File: src/rtl/ntc_pkg.sv
// Shared types and constants for the numeric token classifier.
// No dependencies; imported by every module of the block.
package ntc_pkg;

    // Width of the signed integer range that values saturate to.
    localparam int INT_BITS = 32;
    localparam int ACC_W    = INT_BITS + 4;

    // Depth of the character queue and of the result queue.
    localparam int Q_DEPTH = 2;
    localparam int Q_PTR_W = (Q_DEPTH > 1) ? $clog2(Q_DEPTH) : 1;
    localparam int Q_CNT_W = $clog2(Q_DEPTH + 1);

    localparam logic [ACC_W-1:0] MAG_HALF = ACC_W'(1) << (INT_BITS - 1);
    localparam logic [ACC_W-1:0] MAG_POS  = MAG_HALF - ACC_W'(1);

    localparam logic [1:0] CLASS_INT   = 2'd0;
    localparam logic [1:0] CLASS_REAL  = 2'd1;
    localparam logic [1:0] CLASS_IDENT = 2'd2;
    localparam logic [1:0] CLASS_OTHER = 2'd3;

    localparam logic [7:0] CHR_ZERO  = 8'h30;
    localparam logic [7:0] CHR_NINE  = 8'h39;
    localparam logic [7:0] CHR_LO_A  = 8'h61;
    localparam logic [7:0] CHR_LO_Z  = 8'h7a;
    localparam logic [7:0] CHR_UP_A  = 8'h41;
    localparam logic [7:0] CHR_UP_Z  = 8'h5a;
    localparam logic [7:0] CHR_PLUS  = 8'h2b;
    localparam logic [7:0] CHR_MINUS = 8'h2d;
    localparam logic [7:0] CHR_POINT = 8'h2e;
    localparam logic [7:0] CHR_UNDER = 8'h5f;
    localparam logic [7:0] CHR_LO_E  = 8'h65;
    localparam logic [7:0] CHR_UP_E  = 8'h45;

    typedef enum logic [3:0] {
        PH_START,
        PH_SIGN,
        PH_INT,
        PH_POINT0,
        PH_FRAC,
        PH_EXP_START,
        PH_EXP_SIGN,
        PH_EXP_DIG,
        PH_IDENT,
        PH_OTHER
    } phase_t;

    typedef struct packed {
        logic [7:0] char_code;
        logic       last_char;
    } in_item_t;

    typedef struct packed {
        logic [1:0]         token_class;
        logic signed [31:0] int_value;
        logic               int_overflow;
    } out_item_t;

    // Decoded character as it travels from the front to the back.
    typedef struct packed {
        logic       is_digit;
        logic       is_alpha;
        logic       is_sign;
        logic       is_minus;
        logic       is_point;
        logic       is_exp;
        logic       is_under;
        logic [3:0] digit;
        logic       last;
    } chr_info_t;

endpackage

File: src/rtl/numeric_token_classifier_core.sv
// Top level of the numeric token classifier: front decoder, back phase machine.
// Depends on ntc_pkg, ntc_front and ntc_back.
//
// Takes one token character per cycle unless full and, on the character marked
// last, queues one result: integer, real, identifier or other string, plus the
// saturated signed value for integers. Characters are decoded into the two-entry
// character queue and taken by the phase machine while the result queue has
// room; the ports show the head of the result queue. Throughput is one character
// per cycle while the result queue has room, set by the phase machine and its
// single shift-add accumulator step. A pop held low first fills the two-entry
// result queue, then the character queue, and only then raises full.
module numeric_token_classifier_core (
    input  logic               clk,
    input  logic               rst_n,
    input  logic               push,
    output logic               full,
    input  ntc_pkg::in_item_t  token_char,
    output logic               empty,
    input  logic               pop,
    output ntc_pkg::out_item_t result
);
    import ntc_pkg::*;

    logic      chr_valid;
    logic      chr_take;
    chr_info_t chr_head;

    ntc_front u_front (
        .clk        (clk),
        .rst_n      (rst_n),
        .push       (push),
        .full       (full),
        .token_char (token_char),
        .chr_valid  (chr_valid),
        .chr_head   (chr_head),
        .chr_take   (chr_take)
    );

    ntc_back u_back (
        .clk       (clk),
        .rst_n     (rst_n),
        .chr_valid (chr_valid),
        .chr_head  (chr_head),
        .chr_take  (chr_take),
        .empty     (empty),
        .pop       (pop),
        .result    (result)
    );

endmodule

File: src/rtl/ntc_front.sv
// Front end: accepts characters, decodes them and queues the decoded form.
// Depends on ntc_pkg.
module ntc_front (
    input  logic               clk,
    input  logic               rst_n,
    input  logic               push,
    output logic               full,
    input  ntc_pkg::in_item_t  token_char,
    output logic               chr_valid,
    output ntc_pkg::chr_info_t chr_head,
    input  logic               chr_take
);
    import ntc_pkg::*;

    chr_info_t          mem_reg [Q_DEPTH];
    logic [Q_PTR_W-1:0] wr_ptr_reg, wr_ptr_next;
    logic [Q_PTR_W-1:0] rd_ptr_reg, rd_ptr_next;
    logic [Q_CNT_W-1:0] cnt_reg, cnt_next;
    chr_info_t          info;
    logic               wr_en;
    logic [7:0]         c;

    always_comb
    begin
        c = token_char.char_code;
        info.is_digit = (c >= CHR_ZERO) && (c <= CHR_NINE);
        info.is_alpha = ((c >= CHR_LO_A) && (c <= CHR_LO_Z)) ||
                        ((c >= CHR_UP_A) && (c <= CHR_UP_Z));
        info.is_sign  = (c == CHR_PLUS) || (c == CHR_MINUS);
        info.is_minus = (c == CHR_MINUS);
        info.is_point = (c == CHR_POINT);
        info.is_exp   = (c == CHR_LO_E) || (c == CHR_UP_E);
        info.is_under = (c == CHR_UNDER);
        info.digit    = c[3:0];
        info.last     = token_char.last_char;
    end

    assign full      = (cnt_reg == Q_CNT_W'(Q_DEPTH));
    assign wr_en     = push && !full;
    assign chr_valid = (cnt_reg != '0);
    assign chr_head  = mem_reg[rd_ptr_reg];

    always_comb
    begin
        wr_ptr_next = wr_ptr_reg;
        rd_ptr_next = rd_ptr_reg;
        cnt_next    = cnt_reg;
        if (wr_en)
        begin
            wr_ptr_next = (wr_ptr_reg == Q_PTR_W'(Q_DEPTH - 1)) ? '0
                                                                 : wr_ptr_reg + Q_PTR_W'(1);
        end
        if (chr_take)
        begin
            rd_ptr_next = (rd_ptr_reg == Q_PTR_W'(Q_DEPTH - 1)) ? '0
                                                                 : rd_ptr_reg + Q_PTR_W'(1);
        end
        if (wr_en && !chr_take)
        begin
            cnt_next = cnt_reg + Q_CNT_W'(1);
        end
        else if (!wr_en && chr_take)
        begin
            cnt_next = cnt_reg - Q_CNT_W'(1);
        end
    end

    always_ff @(posedge clk or negedge rst_n)
    begin
        if (!rst_n)
        begin
            wr_ptr_reg <= '0;
            rd_ptr_reg <= '0;
            cnt_reg    <= '0;
        end
        else
        begin
            wr_ptr_reg <= wr_ptr_next;
            rd_ptr_reg <= rd_ptr_next;
            cnt_reg    <= cnt_next;
        end
    end

    always_ff @(posedge clk)
    begin
        if (wr_en)
        begin
            mem_reg[wr_ptr_reg] <= info;
        end
    end

endmodule

File: src/rtl/ntc_back.sv
// Back end: token phase machine, saturating decimal accumulator and result queue.
// Depends on ntc_pkg.
module ntc_back (
    input  logic               clk,
    input  logic               rst_n,
    input  logic               chr_valid,
    input  ntc_pkg::chr_info_t chr_head,
    output logic               chr_take,
    output logic               empty,
    input  logic               pop,
    output ntc_pkg::out_item_t result
);
    import ntc_pkg::*;

    phase_t                phase_reg, phase_next, phase_step;
    logic                  neg_reg, neg_next, neg_upd;
    logic [INT_BITS-1:0]   acc_reg, acc_next, acc_upd;
    logic                  sat_reg, sat_next, sat_upd;
    logic [ACC_W-1:0]      scaled, lim;
    logic                  digit_step;
    logic [INT_BITS-1:0]   val;
    out_item_t             res_item;
    logic                  res_push;

    out_item_t             mem_reg [Q_DEPTH];
    logic [Q_PTR_W-1:0]    wr_ptr_reg, wr_ptr_next;
    logic [Q_PTR_W-1:0]    rd_ptr_reg, rd_ptr_next;
    logic [Q_CNT_W-1:0]    cnt_reg, cnt_next;
    logic                  res_full;
    logic                  res_pop;

    assign res_full = (cnt_reg == Q_CNT_W'(Q_DEPTH));
    assign chr_take = chr_valid && !res_full;
    assign res_push = chr_take && chr_head.last;

    // Phase transition for the head character.
    always_comb
    begin
        case (phase_reg)
            PH_START:
            begin
                if (chr_head.is_sign)
                    phase_step = PH_SIGN;
                else if (chr_head.is_digit)
                    phase_step = PH_INT;
                else if (chr_head.is_point)
                    phase_step = PH_POINT0;
                else if (chr_head.is_alpha || chr_head.is_under)
                    phase_step = PH_IDENT;
                else
                    phase_step = PH_OTHER;
            end
            PH_SIGN:
            begin
                if (chr_head.is_digit)
                    phase_step = PH_INT;
                else if (chr_head.is_point)
                    phase_step = PH_POINT0;
                else
                    phase_step = PH_OTHER;
            end
            PH_INT:
            begin
                if (chr_head.is_digit)
                    phase_step = PH_INT;
                else if (chr_head.is_point)
                    phase_step = PH_FRAC;
                else if (chr_head.is_exp)
                    phase_step = PH_EXP_START;
                else
                    phase_step = PH_OTHER;
            end
            PH_POINT0:
            begin
                phase_step = chr_head.is_digit ? PH_FRAC : PH_OTHER;
            end
            PH_FRAC:
            begin
                if (chr_head.is_digit)
                    phase_step = PH_FRAC;
                else if (chr_head.is_exp)
                    phase_step = PH_EXP_START;
                else
                    phase_step = PH_OTHER;
            end
            PH_EXP_START:
            begin
                if (chr_head.is_sign)
                    phase_step = PH_EXP_SIGN;
                else if (chr_head.is_digit)
                    phase_step = PH_EXP_DIG;
                else
                    phase_step = PH_OTHER;
            end
            PH_EXP_SIGN, PH_EXP_DIG:
            begin
                phase_step = chr_head.is_digit ? PH_EXP_DIG : PH_OTHER;
            end
            PH_IDENT:
            begin
                phase_step = (chr_head.is_alpha || chr_head.is_digit || chr_head.is_under)
                             ? PH_IDENT : PH_OTHER;
            end
            default:
            begin
                phase_step = PH_OTHER;
            end
        endcase
    end

    // Next state: hold when no character is taken, return to start after the final character.
    always_comb
    begin
        if (!chr_take)
            phase_next = phase_reg;
        else if (chr_head.last)
            phase_next = PH_START;
        else
            phase_next = phase_step;
    end

    // Accumulator, sign and result for the head character.
    always_comb
    begin
        digit_step = chr_take && chr_head.is_digit &&
                     ((phase_reg == PH_START) || (phase_reg == PH_SIGN) ||
                      (phase_reg == PH_INT));
        neg_upd = (chr_take && (phase_reg == PH_START) && chr_head.is_sign)
                  ? chr_head.is_minus : neg_reg;
        lim     = neg_reg ? MAG_HALF : MAG_POS;
        scaled  = ({{4{1'b0}}, acc_reg} << 3) + ({{4{1'b0}}, acc_reg} << 1)
                  + ACC_W'(chr_head.digit);
        acc_upd = acc_reg;
        sat_upd = sat_reg;
        if (digit_step && !sat_reg)
        begin
            if (scaled > lim)
            begin
                acc_upd = lim[INT_BITS-1:0];
                sat_upd = 1'b1;
            end
            else
            begin
                acc_upd = scaled[INT_BITS-1:0];
            end
        end

        val = neg_upd ? (INT_BITS'(0) - acc_upd) : acc_upd;
        res_item.int_value    = '0;
        res_item.int_overflow = 1'b0;
        case (phase_step)
            PH_INT:
            begin
                res_item.token_class  = CLASS_INT;
                res_item.int_value    = 32'($signed(val));
                res_item.int_overflow = sat_upd;
            end
            PH_FRAC, PH_EXP_DIG:
            begin
                res_item.token_class = CLASS_REAL;
            end
            PH_IDENT:
            begin
                res_item.token_class = CLASS_IDENT;
            end
            default:
            begin
                res_item.token_class = CLASS_OTHER;
            end
        endcase

        if (res_push)
        begin
            neg_next = 1'b0;
            acc_next = '0;
            sat_next = 1'b0;
        end
        else
        begin
            neg_next = neg_upd;
            acc_next = acc_upd;
            sat_next = sat_upd;
        end
    end

    // Result queue.
    assign empty   = (cnt_reg == '0);
    assign res_pop = pop && !empty;
    assign result  = mem_reg[rd_ptr_reg];

    always_comb
    begin
        wr_ptr_next = wr_ptr_reg;
        rd_ptr_next = rd_ptr_reg;
        cnt_next    = cnt_reg;
        if (res_push)
        begin
            wr_ptr_next = (wr_ptr_reg == Q_PTR_W'(Q_DEPTH - 1)) ? '0
                                                                 : wr_ptr_reg + Q_PTR_W'(1);
        end
        if (res_pop)
        begin
            rd_ptr_next = (rd_ptr_reg == Q_PTR_W'(Q_DEPTH - 1)) ? '0
                                                                 : rd_ptr_reg + Q_PTR_W'(1);
        end
        if (res_push && !res_pop)
        begin
            cnt_next = cnt_reg + Q_CNT_W'(1);
        end
        else if (!res_push && res_pop)
        begin
            cnt_next = cnt_reg - Q_CNT_W'(1);
        end
    end

    always_ff @(posedge clk or negedge rst_n)
    begin
        if (!rst_n)
        begin
            phase_reg  <= PH_START;
            neg_reg    <= 1'b0;
            acc_reg    <= '0;
            sat_reg    <= 1'b0;
            wr_ptr_reg <= '0;
            rd_ptr_reg <= '0;
            cnt_reg    <= '0;
        end
        else
        begin
            phase_reg  <= phase_next;
            neg_reg    <= neg_next;
            acc_reg    <= acc_next;
            sat_reg    <= sat_next;
            wr_ptr_reg <= wr_ptr_next;
            rd_ptr_reg <= rd_ptr_next;
            cnt_reg    <= cnt_next;
        end
    end

    always_ff @(posedge clk)
    begin
        if (res_push)
        begin
            mem_reg[wr_ptr_reg] <= res_item;
        end
    end

endmodule

File: config.mk
export PLATFORM = sky130hd
export DESIGN_NAME = numeric_token_classifier_core
export DESIGN_NICKNAME = d
export VERILOG_FILES = /design/src/rtl/ntc_pkg.sv /design/src/rtl/numeric_token_classifier_core.sv /design/src/rtl/ntc_front.sv /design/src/rtl/ntc_back.sv
export SDC_FILE = /design/constraint.sdc
export NUM_CORES = 1
export LEC_CHECK = 0
export ABC_CLOCK_PERIOD_IN_PS = 10000
export CAP_MARGIN = 15
export CORE_ASPECT_RATIO = 0.6
export CORE_MARGIN = 2
export CORE_UTILIZATION = 40
export CTS_BUF_LIST = sky130_fd_sc_hd__clkbuf_2
export DETAILED_ROUTE_END_ITERATION = 10
export DONT_BUFFER_PORTS = 1
export PLACE_DENSITY = 0.61
export SYNTH_ARGS = -nofsm -noshare
export SYNTH_HDL_FRONTEND = slang
export SYNTH_SLANG_ARGS = --single-unit
File: constraint.sdc
create_clock -name clk -period 10 [get_ports clk]
set_input_delay 1 -clock clk [delete_from_list [all_inputs] [get_ports clk]]
set_output_delay 1 -clock clk [all_outputs]
set_load 0.01 [all_outputs]
# ---- After elaboration in Yosys (flattened, before gate mapping)
# Memories as Yosys holds them, arrays and structs flattened.
# Index checks and enable logic that the tools add are counted.
dict set report op_classes {
  addsub 11
  n_lt_le_gt_ge 7
  eq_ne 20
  n_mux 40
  n_reduce_logical 39
}
# op n
set ops {}
lappend ops {{$mux 32} 5}
lappend ops {{$mux 4} 13}
lappend ops {{$add 35x33->36} 1}
lappend ops {{$add 36x4->36} 1}
lappend ops {{$gt 36x36->1} 1}
lappend ops {{$mux 33} 1}
lappend ops {{$pmux 4 s8} 1}
lappend ops {{$sub 1x32->32 const A} 1}
lappend ops {{$eq 4x3->1 const B} 6}
lappend ops {{$eq 8x6->1 const B} 3}
lappend ops {{$eq 8x7->1 const B} 3}
lappend ops {{$ge 8x7->1 const B} 2}
lappend ops {{$le 8x7->1 const B} 2}
lappend ops {{$logic_and 1x1->1} 16}
lappend ops {{$mux 1} 15}
lappend ops {{$eq 4x2->1 const B} 3}
lappend ops {{$eq 4x4->1 const B} 2}
lappend ops {{$ge 8x6->1 const B} 1}
lappend ops {{$le 8x6->1 const B} 1}
lappend ops {{$logic_not 1->1} 8}
lappend ops {{$logic_or 1x1->1} 8}
lappend ops {{$mux 2} 4}
lappend ops {{$pmux 2 s3} 1}
lappend ops {{$reduce_bool 2->1} 3}
lappend ops {{8 further kinds} 15}
dict set report totals {
  ff_bits 46
  mem_bits_rw 94
  out_inout_bits 37
  n_memories 2
}
# memory words width rd rd_clocked_by_memory_dff write_ports line_no
set memory_table {}
lappend memory_table {u_back.mem_reg 2 35 1 0 1 ntc_back.sv:25} ;# out_item_t mem_reg [Q_DEPTH];
lappend memory_table {u_front.mem_reg 2 12 1 0 1 ntc_front.sv:15} ;# chr_info_t mem_reg [Q_DEPTH];

# ---- Longest topological paths before layout
# Gate-level depths: netlist of the first run.
dict set report logic_depth {
  word_depth 10
  ltp_mapped 33
}

# ---- Hierarchy
# A second synthesis of the first run with hierarchy kept.
dict set report hier_totals {
  cells_unflattened 1108
  hier_area_um2 10577.6
}
# mod instances cells_each area_per_inst_um2
set by_module_without_submodules {}
lappend by_module_without_submodules {ntc_back 1 1031 9389.0}
lappend by_module_without_submodules {ntc_front 1 77 1188.6}

# ---- Worst setup path before layout of the first run
# No wires, ideal clock.
dict set report synth_timing {
  kind {reg2reg}
  startpoint {register u_front.rd_ptr_reg}
  endpoint {memory u_back.mem_reg[0][23] in the netlist's numbering (data pin)}
  setup_time_ps 270
  arrival_ps 7350
  required_time_ps 9730
  slack_ps 2380
  stages_incl_launch_ff 33
  path_buffers 5
  period_less_slack_ps 7620
  cell_sequence {dfrtp_1 > clkbuf_1 > clkbuf_1 > mux2_2 > fa_1 > fa_1 > a21oi_1 > o221ai_2 > o21ai_2 > a2111o_1 > nand2_1 > o41ai_1 > o21bai_1 > a21oi_1 > xnor2_1 > ha_1 > a21o_1 > a21oi_1 > a31oi_1 > nor2_1 > o311ai_2 > nor4_4 > buf_4 > clkbuf_1 > buf_1 > a211oi_1 > a21oi_1 > ha_1 > nand3_1 > nor3_2 > a41o_1 > xnor2_1 > nor2_1}
}
# element line_no
set synth_lines {}
lappend synth_lines {{from (decl)} ntc_front.sv:17} ;# logic [Q_PTR_W-1:0] rd_ptr_reg, rd_ptr_next;
lappend synth_lines {{from (signal assigned)} ntc_front.sv:79} ;# rd_ptr_reg <= rd_ptr_next;
lappend synth_lines {{to (decl)} ntc_back.sv:25}

==> results.py, run 1 <==
metrics = {
    "cells_and_area": {
        "insertedDiodeCount": 0,
        "largest_reg_flops": 70,
        "nFillCells": 2438,
        "final_area_um2": 10760,
        "layout.nets": 1139,
        "layout-drive-gt1-share": 0.1059,
        "syn_to_final_growth_pct": 5.510,
        "utilization": 0.4275,
    },
    "timing": {
        "finalHoldViolCount": 0,
        "fin_skew_ns": 0.04388,
        "worst_pin_slew_ns": 1.071,
        "slew_violations": 0,
        "setup_ws_ns": 1.421,
        "setup_viol": 0,
        "period_needed_ns": 8.579,
        "fmax_mhz": 116.6,
        "slew_headroom": 0.2842,
        "tns_ns": 0,
        "fin_crit_sh": 0.8579,
        "rsz0062_at_grt": "false",
    },
    "placement": {
        "place.gp.congestion": 0.9236,
        "dp_hpwl_mm": 21.27,
        "place_ws_ns": 1.646,
        "dpl_cell_area_um2": 10470,
        "port-buffer-count": 0,
    },
    "power_and_ir_drop": {
        "peakVddDrop_uv": 158.0,
        "power_leakage_nw": 4.343,
        "powerDensity_nw_per_um2": 373.2,
    },
    "worst_setup_path": {
        "r2r_setup_slack_ns": 1.42,
        "cp.required_ns": 10.56,
        "critPathCaptureType": "register",
        "crit_top_cell": "nand4_1",
        "crit_fanout": 13,
        "r2r-start": "u_front.rd_ptr_reg$_DFFE_PN0P_",
        "crit_chain": "mux2_2 > fa_1 > ha_1 > a21o_1 > and4_1 > o21ai_1 > nand3_2 > a21boi_0 > o21ai_0 > xnor2_1 > ha_1 > and4_1 > a221oi_1 > nand4_1 > o211a_1 > a211oi_1 > nand4_1 > nor4_1 > o221ai_1 > nor4_1 > nand4_1 > o21ai_0 > mux2i_1",
        "start_kind": "register",
        "cpPeakStageDelay_ns": 0.74,
        "slowest_stage": "dfrtp_1",
        "critical_path_arrival_ns": 9.14,
        "worstSetupEndpoint": "u_back.mem_reg[0][28]$_DFFE_PP_",
        "reg2reg_depth": 23,
        "reg2reg_to": "u_back.mem_reg[0][28]$_DFFE_PP_",
        "startpoint": "u_front.rd_ptr_reg$_DFFE_PN0P_",
        "crit_type": "reg -> reg",
    },
    "global_routing": {
        "grt_pass1_wl_mm": 43.52,
        "use_met2": 0.2643,
        "grt-ovfl-total": 0,
        "grt_pass1_vias": 7409,
        "grt_usage": 0.2109,
        "gr-max-usage-layer": "met1",
        "antenna_found_initial": 0,
        "grtUsageMet3": 0.04483,
        "grt_max_degree": 47,
        "grt_util_met1": 0.3563,
    },
    "routing": {
        "firstDrtPassIters": 5,
        "drc": 0,
        "drt-total-wl_mm": 27.63,
        "num_vias": 8159,
        "wl_per_cell_um": 20.19,
        "ant_nets": 0,
        "drt_iter0_drc": 752,
        "via_per_inst": 5.964,
    },
    "synthesis": {
        "yosys_warnings": 0,
        "yosysUniqueCellTypes": 81,
        "synth_top_area_frac": 0.2768,
        "synth_area_leaders": "edfxtp_1 (28%), ha_1 (12%), dfrtp_1 (11%)",
        "async_reset_ff_frac": 0.3286,
        "synth_nets": 1161,
        "ys_ff_latch": 140,
        "avgSynthCellArea_um2": 9.730,
        "synthCells": 1048,
        "synth_edf_count": 94,
        "synth_area_um2": 10200,
        "yosysTopAreaCell": "edfxtp_1",
        "synth-seq-area-share": 0.3897,
        "synthFlopType": "edfxtp_1",
    },
    "die": {
        "dieHeight_um": 127.7,
        "fp-row-count": 45,
        "pin_count": 50,
        "die_area_um2": 26830,
        "die_x_um": 210.1,
        "core_area_um2": 25170,
        "start_util": 0.4052,
    },
    "clock_tree": {
        "cts_tree": "built",
        "numCtsBuffers": 17,
        "path_clk_slew_ns": 0.21,
        "postCtsResizedCells": 0,
        "cts.path.max_buffers": 2,
        "h-tree-depth": 4,
        "root_buffer": "clkbuf_2",
        "cts_sinks": 140,
        "insertion_delay_ns": 0.76,
    },
    "outcome": {
        "status": "finished, final reports clean",
    },
    "run": {
        "cap_violations": 0,
    },
    "hold_path": {
        "hp-class": "in -> reg",
    },
}
[power breakdown]
part | total (W) | switching (W) | internal [W]
clock network | 0.000352 | 0.000215 | 0.000137
registers | 0.00102 | 0.000133 | 0.000887
logic | 0.00264 | 0.00176 | 0.000887
[stage by stage]
stage	hold slack (ns)	instances	total power [W]
6_report	0.3333	1368	0.004015
5_1_grt	0.2355	1368	0.004328
4_1_cts	0.2428	1367	0.003981
3_5_place_dp	0.4873	1333	0.003620
3_3_place_gp	0.4757	1333	0.003597
2_1_floorplan	0.4555	1048	0.002949
[Yosys cell counts (4+ instances only)]
cell type	count
nor4_1	5
mux2i_1	12
mux2_2	40
a21o_1	10
o21ai_1	5
a211oi_1	13
nand2b_1	12
o211a_1	5
nand4_1	15
nor3b_1	5
and4_1	5
o22ai_1	5
nand3_1	24
or4_1	4
or3_1	4
and2_1	10
o211ai_1	9
buf_2	13
nor2_1	106
edfxtp_1	94
xnor2_1	31
a21oi_1	103
o21bai_1	5
nand3b_1	4
ha_1	98
a31oi_1	17
clkbuf_1	36
xor2_1	31
dfrtp_1	46
a41oi_1	6
and3_1	10
nand2_1	93
nor2b_1	8
o21ai_0	47
inv_1	20
o31ai_1	7
nor3_1	24
[area by class of cell]
cell class,count,area [um2],share of cell area
sequential,140,3974,0.3693
timing repair buffer,13,120.1,0.01116
clock buffer,18,90.09,0.008373
multi-input combinational,834,5936,0.5517
clock inverter,14,152.6,0.01419
inverter,20,75.07,0.006978
tap,329,411.6,0.03826
[timing repair]
action                                 4_1_cts  5_1_grt
hold buffers                                 2        0
endpoints found under the hold margin       46        0
setup buffers                                0        0
[cells by family (layout without fill, tap and decap cells)]
| group | after synthesis | in the layout | share of synthesized area |
|---|---|---|---|
| simple gates | 344 | 344 | 0.1682 |
| compound gates | 274 | 274 | 0.1757 |
| flops | 140 | 140 | 0.3897 |
| fa+ha+maj | 100 | 100 | 0.1242 |
| buf+inv | 74 | 65 | 0.02994 |
| xor+xnor | 63 | 63 | 0.05485 |
| mux | 53 | 53 | 0.05742 |
[critical path, delay by kind of cell (launching register included)]
| family | cells | cell delay [ns] |
|---|---|---|
| adders and majority gates | 3 | 1.14 |
| and+or+nand+nor | 8 | 2.90 |
| DFF | 1 | 0.74 |
| muxes | 2 | 0.69 |
| AOI/OAI and AO/OA | 9 | 2.52 |
| xor gates and xnor gates | 1 | 0.39 |
[layout by cell type (no fill, tap or decap), types with 10 or more instances in the layout]
master,Yosys,layout
a21o_1,10,10
a31oi_1,17,17
buf_4,3,11
edfxtp_1,94,94
xor2_1,31,31
xnor2_1,31,31
nor2_1,106,105
nor3_1,24,24
o21ai_0,47,47
a211oi_1,13,13
clkbuf_2,0,18
nand2b_1,12,12
mux2i_1,12,11
and3_1,10,10
inv_1,20,20
dfrtp_1,46,46
ha_1,98,98
mux2_2,40,40
nand3_1,24,24
nand4_1,15,15
a21oi_1,103,103
nand2_1,93,93
[worst min path at each step]
stage                                           end  cells after the start                           start  slack [ns]
floorplan             u_back.wr_ptr_reg$_DFFE_PN0P_                      1   u_back.wr_ptr_reg$_DFFE_PN0P_        0.46
global placement     u_front.wr_ptr_reg$_DFFE_PN0P_                      1  u_front.wr_ptr_reg$_DFFE_PN0P_        0.48
detailed placement   u_front.wr_ptr_reg$_DFFE_PN0P_                      1  u_front.wr_ptr_reg$_DFFE_PN0P_        0.49
CTS                 u_front.mem_reg[1][4]$_DFFE_PP_                      0                   token_char[4]        0.24
global route        u_front.mem_reg[1][4]$_DFFE_PP_                      0                   token_char[4]        0.24
finish              u_front.mem_reg[1][4]$_DFFE_PP_                      0                   token_char[4]        0.33
[per-layer routing]
layer  wire length [um]  vias up  part of all wire
met3               2277       27             0.082
met4                303        0             0.011
met2              10200      333              0.37
met1              14850     3927              0.54
met5                  0        -                 0
li1                   -     3872                 -
Note: power is estimated with default switching activity, not from simulation.
==> run 2, diff against run 1 <==
- SLEW_MARGIN: default -> 20
- SYNTH_HIERARCHICAL: default -> 1
==> run 2 against run 1 <==
Effect of this change:
- synthesized area increased by 3.7%
- non-clock buffer count increased by 4
- power increased by 5.1%
- critical path depth increased by 6
- count of clock-buffer cells in the layout unchanged
- sequential power about the same
- worst setup slack got worse by 0.062 ns
- sequential share of layout area decreased by 1.6 points
- critical endpoint is now u_back/mem_reg[1][29]$_DFFE_PP_
==> results.py, run 2 <==
metrics = {
    "outcome": {
        "status": "finished, final reports clean",
    },
    "placement": {
        "port-buffer-count": 0,
        "dpl_cell_area_um2": 10940,
        "place.gp.congestion": 0.9348,
        "place_ws_ns": 1.618,
        "dp_hpwl_mm": 22.98,
    },
    "worst_setup_path": {
        "start_kind": "register",
        "cp.required_ns": 10.65,
        "critical_path_arrival_ns": 9.29,
        "r2r-start": "u_front/rd_ptr_reg$_DFFE_PN0P_",
        "slowest_stage": "dfrtp_1",
        "cpPeakStageDelay_ns": 0.74,
        "critPathCaptureType": "register",
        "reg2reg_depth": 29,
        "startpoint": "u_front/rd_ptr_reg$_DFFE_PN0P_",
        "reg2reg_to": "u_back/mem_reg[1][29]$_DFFE_PP_",
        "crit_fanout": 18,
        "r2r_setup_slack_ns": 1.36,
        "worstSetupEndpoint": "u_back/mem_reg[1][29]$_DFFE_PP_",
        "crit_type": "reg -> reg",
    },
    "global_routing": {
        "grt_pass1_vias": 8302,
        "grt_pass1_wl_mm": 47.52,
        "antenna_found_initial": 0,
        "grt_max_degree": 50,
        "grt_usage": 0.2217,
        "grt-ovfl-total": 0,
    },
    "timing": {
        "rsz0062_at_grt": "false",
        "tns_ns": 0,
        "slew_headroom": 0.3066,
        "setup_viol": 0,
        "slew_violations": 0,
        "finalHoldViolCount": 0,
        "fin_crit_sh": 0.8641,
        "worst_pin_slew_ns": 1.026,
        "fin_skew_ns": 0.03122,
        "period_needed_ns": 8.641,
        "fmax_mhz": 115.7,
        "setup_ws_ns": 1.359,
    },
    "routing": {
        "drt-total-wl_mm": 30.32,
        "drt_iter0_drc": 923,
        "ant_nets": 0,
        "wl_per_cell_um": 20.70,
        "drc": 0,
        "num_vias": 8799,
        "via_per_inst": 6.006,
        "firstDrtPassIters": 9,
    },
    "clock_tree": {
        "root_buffer": "clkbuf_2",
        "ctsHoldBuffers": 2,
        "cts_sinks": 140,
        "h-tree-depth": 4,
        "cts_setup_buffers": 0,
        "path_clk_slew_ns": 0.23,
        "insertion_delay_ns": 0.83,
        "numCtsBuffers": 17,
        "cts_tree": "built",
        "postCtsResizedCells": 0,
        "cts.path.max_buffers": 2,
    },
    "synthesis": {
        "synth-seq-area-share": 0.3757,
        "avgSynthCellArea_um2": 9.547,
        "yosys_warnings": 6,
        "synth_area_um2": 10580,
        "synthFlopType": "edfxtp_1",
        "synth_top_area_frac": 0.2669,
        "yosysUniqueCellTypes": 84,
        "synth_area_leaders": "edfxtp_1 (27%), ha_1 (12%), dfrtp_1 (11%)",
        "yosysTopAreaCell": "edfxtp_1",
        "synth_edf_count": 94,
        "yosysMostFrequentCell": "nor2_1",
        "synth_nets": 1221,
        "ys_ff_latch": 140,
        "synthCells": 1108,
        "async_reset_ff_frac": 0.3286,
        "netlist_top_cells_count": "nor2_1 (124), ha_1 (98), edfxtp_1 (94)",
    },
    "run": {
        "cap_violations": 0,
    },
    "die": {
        "dieHeight_um": 130.0,
        "pin_count": 50,
        "start_util": 0.4039,
        "fp-row-count": 46,
        "die_x_um": 213.9,
        "core_area_um2": 26190,
        "die_area_um2": 27800,
    },
    "hold_path": {
        "hp-class": "in -> reg",
    },
    "power_and_ir_drop": {
        "peakVddDrop_uv": 153.3,
        "power_leakage_nw": 4.522,
        "powerDensity_nw_per_um2": 375.3,
    },
    "cells_and_area": {
        "utilization": 0.4293,
        "final_common_cell": "nor2_1",
        "final_area_um2": 11240,
        "final_cell_mix": "nor2_1 (122), ha_1 (98), edfxtp_1 (94), a21oi_1 (84), nand2_1 (78)",
        "syn_to_final_growth_pct": 6.281,
        "largest_reg_flops": 70,
        "insertedDiodeCount": 0,
        "layout.nets": 1206,
        "layout-drive-gt1-share": 0.1195,
    },
}
==> run 2: critical path: cells and delay by family, from the launching register on <==
| kind | cells | cell delay, ns |
|---|---|---|
| AO/OA/AOI/OAI | 14 | 3.47 |
| adder cells (fa/ha/maj) | 4 | 1.47 |
| AND/OR/NAND/NOR | 6 | 1.26 |
| multiplexers | 2 | 0.80 |
| flip-flops | 1 | 0.74 |
| buffers and inverters | 2 | 0.45 |
| XOR/XNOR | 1 | 0.25 |
==> run 2: how the worst min path moves through the flow <==
stage	startpoint	endpoint	slack, ns	cells after the start
floorplan	u_back/wr_ptr_reg$_DFFE_PN0P_	u_back/wr_ptr_reg$_DFFE_PN0P_	0.46	1
global placement	u_back/rd_ptr_reg$_DFFE_PN0P_	u_back/rd_ptr_reg$_DFFE_PN0P_	0.46	1
detailed placement	u_back/rd_ptr_reg$_DFFE_PN0P_	u_back/rd_ptr_reg$_DFFE_PN0P_	0.46	1
CTS	token_char[1]	u_front/mem_reg[1][1]$_DFFE_PP_	0.16	0
global route	token_char[1]	u_front/mem_reg[0][1]$_DFFE_PP_	0.16	0
finish	token_char[1]	u_front/mem_reg[1][1]$_DFFE_PP_	0.24	0
==> run 2: layout make-up <==
type                            instances  area [um2]
Fill cell                            2593       14950
Multi-Input combinational cell        884        6297
Sequential cell                       140        3974
Tap cell                              360       450.4
Timing Repair Buffer                   17       162.7
Clock inverter                         13       143.9
Inverter                               33       123.9
Clock buffer                           18       90.09
==> run 2: metrics by stage <==
stage               hold WS, ns  power (W)  std cells
floorplan                0.4560   0.003045       1108
global placement         0.4634   0.003778       1431
detailed placement       0.4649   0.003807       1431
CTS                      0.1613   0.004177       1464
global route             0.1559   0.004564       1465
finish                   0.2442   0.004219       1465
==> run 2: metal layers <==
layer / global-route usage / up-vias / routed length [um]
met5: 0 / - / 0
met4: 0.05101 / 0 / 380
met3: 0.05734 / 30 / 2357
met2: 0.3147 / 325 / 12250
met1: 0.3339 / 4280 / 15340
li1: - / 4164 / -
==> run 2: logic make-up (layout without fill, tap and decap cells) <==
group                      Yosys count  after routing  share of synthesized area
DFF                                140            140                     0.3757
adders and majority gates          101            101                     0.1207
AOI/OAI and AO/OA                  311            311                     0.2007
buffers and inverters               84             81                    0.03146
and+or+nand+nor                    361            361                     0.1666
muxes                               59             59                    0.06186
xor gates and xnor gates            52             52                    0.04306
==> run 2: report_power, final <==
| part | switching (W) | internal [W] | leakage (nW) | total, W |
|---|---|---|---|---|
| clock network | 0.000233 | 0.000116 | 0.138 | 0.000350 |
| registers | 0.000144 | 0.000889 | 1.48 | 0.00103 |
| logic | 0.00185 | 0.000986 | 2.90 | 0.00284 |
==> run 3, diff against run 2 <==
- PLACE_DENSITY: 0.61 -> default
==> run 3 against run 2 <==
Effect of this change:
- global-route usage increased by 0.48 points
- core utilization rose by 0.12 points
- clock skew rose by 0.0061 ns
- register-to-register slack got worse by 0.09 ns
- via count barely moved
- final cell count about the same
- worst hold slack worse by 0.16 ns
- flip-flop and latch count did not move
- first-iteration DRC count increased by 21%
- maximum frequency decreased by 1.1%
- wire length is 2.4% higher
- worst setup slack got worse by 0.095 ns
- critical path type unchanged
- critical endpoint unchanged
- highest routed layer unchanged
==> results.py, run 3 (synthesis results as in run 2) <==
metrics = {
    "worst_setup_path": {
        "r2r-start": "u_front/rd_ptr_reg$_DFFE_PN0P_",
        "critPathCaptureType": "register",
        "crit_type": "reg -> reg",
        "start_kind": "register",
        "cp.required_ns": 10.56,
        "slowest_stage": "dfrtp_1",
        "reg2reg_depth": 28,
        "crit_fanout": 13,
        "cpPeakStageDelay_ns": 0.73,
        "critical_path_arrival_ns": 9.30,
        "startpoint": "u_front/rd_ptr_reg$_DFFE_PN0P_",
    },
    "clock_tree": {
        "cts.path.max_buffers": 2,
        "numCtsBuffers": 17,
        "cts_setup_buffers": 0,
        "insertion_delay_ns": 0.72,
        "cts_sinks": 140,
        "root_buffer": "clkbuf_2",
        "cts_tree": "built",
        "h-tree-depth": 4,
        "path_clk_slew_ns": 0.25,
    },
    "timing": {
        "slew_headroom": 0.2366,
        "rsz0062_at_grt": "false",
        "finalHoldViolCount": 0,
        "fin_crit_sh": 0.8736,
        "fin_skew_ns": 0.03730,
        "fmax_mhz": 114.5,
        "worst_pin_slew_ns": 1.136,
        "tns_ns": 0,
        "slew_violations": 0,
        "period_needed_ns": 8.736,
        "setup_viol": 0,
    },
    "die": {
        "die_x_um": 213.9,
        "fp-row-count": 46,
        "die_area_um2": 27800,
        "dieHeight_um": 130.0,
        "pin_count": 50,
        "start_util": 0.4039,
        "core_area_um2": 26190,
    },
    "placement": {
        "dp_hpwl_mm": 23.86,
        "place.gp.congestion": 0.9370,
        "port-buffer-count": 0,
    },
    "routing": {
        "via_per_inst": 6.009,
        "drt-total-wl_mm": 31.05,
        "drc": 0,
        "num_vias": 8797,
        "firstDrtPassIters": 5,
        "wl_per_cell_um": 21.21,
        "drt_iter0_drc": 1114,
        "ant_nets": 0,
    },
    "global_routing": {
        "antenna_found_initial": 1,
        "grt-ovfl-total": 0,
        "grt_pass1_wl_mm": 48.29,
        "grt_max_degree": 50,
        "grt_usage": 0.2265,
        "grt_pass1_vias": 8021,
    },
    "cells_and_area": {
        "final_common_cell": "nor2_1",
        "largest_reg_flops": 70,
        "layout-drive-gt1-share": 0.1178,
        "insertedDiodeCount": 0,
        "layout.nets": 1204,
        "nFillCells": 2561,
        "final_cell_mix": "nor2_1 (122), ha_1 (98), edfxtp_1 (94), a21oi_1 (84), nand2_1 (78)",
        "syn_to_final_growth_pct": 6.577,
    },
    "outcome": {
        "status": "finished, final reports clean",
    },
    "run": {
        "cap_violations": 0,
    },
    "hold_path": {
        "hp-class": "in -> async",
    },
}
==> run 3: cell count changes in the layout (fill, tap and decap cells not counted), moves of 2 or more <==
cell and delta:
clkinvlp_4 -2, clkinv_8 +3, inv_6 +3, inv_8 +2, clkinv_4 -2, clkinv_2 -3
==> run 3: metal layers <==
layer | wire [um] | global-route usage
met3 | 3416 | 0.07063
met2 | 11180 | 0.2783
met1 | 16270 | 0.3730
met4 | 176 | 0.03538
met5 | 0 | 0
==> run 3: cell type report <==
type / instances / area [um2] / share of cell area
clock buffers: 17 / 85.08 / 0.007547
clock inverters: 15 / 224.0 / 0.01987
inverters: 33 / 123.9 / 0.01099
multi-input cells: 884 / 6284 / 0.5574
flip-flops and latches: 140 / 3974 / 0.3525
well taps: 360 / 450.4 / 0.03996
repair buffers: 15 / 132.6 / 0.01176
==> run 3: stage by stage <==
step	utilization	worst slack (ns)	cells	cell area, um2	hold WS, ns
4_1_cts	0.4304	1.390	1464	11270	0.03167
5_1_grt	0.4305	0.6087	1464	11270	0.002097
3_5_place_dp	0.4175	1.430	1431	10930	0.4861
3_3_place_gp	0.4175	1.717	1431	10930	0.4754
6_report	0.4305	1.264	1464	11270	0.08296
2_1_floorplan	-	2.631	1108	10580	0.4560
==> run 3: worst paths after layout <==
check	end	slack, ns
worst min-delay path	u_back/acc_reg[11]$_DFF_PN0_	0.08
worst min register to register	u_front/cnt_reg[1]$_DFFE_PN0P_	0.51
worst max register to register	u_back/mem_reg[1][29]$_DFFE_PP_	1.26
worst max-delay path	u_back/mem_reg[1][29]$_DFFE_PP_	1.26
min in group clk	u_front/mem_reg[0][1]$_DFFE_PP_	0.35
max in group asynchronous	u_back/phase_reg[3]$_DFFE_PN0P_	9.67
==> run 3: what timing repair did <==
item,4_1_cts,5_1_grt
resized for setup,0,0
hold buffers,1,0
endpoints found under the hold margin,46,0
==> run 3: worst max-delay path, delay by kind of cell (launching register included) <==
| kind | cells | cell delay, ns |
|---|---|---|
| muxes | 2 | 0.82 |
| and+or+nand+nor | 8 | 2.11 |
| adders and majority gates | 4 | 1.56 |
| buffers and inverters | 1 | 0.08 |
| DFF | 1 | 0.73 |
| AOI/OAI and AO/OA | 12 | 2.96 |
| xor gates and xnor gates | 1 | 0.32 |
Power of run 3 is left out: the tool's default activity adds up to more than one toggle a clock period on the data nets, which glitch-free logic cannot reach.
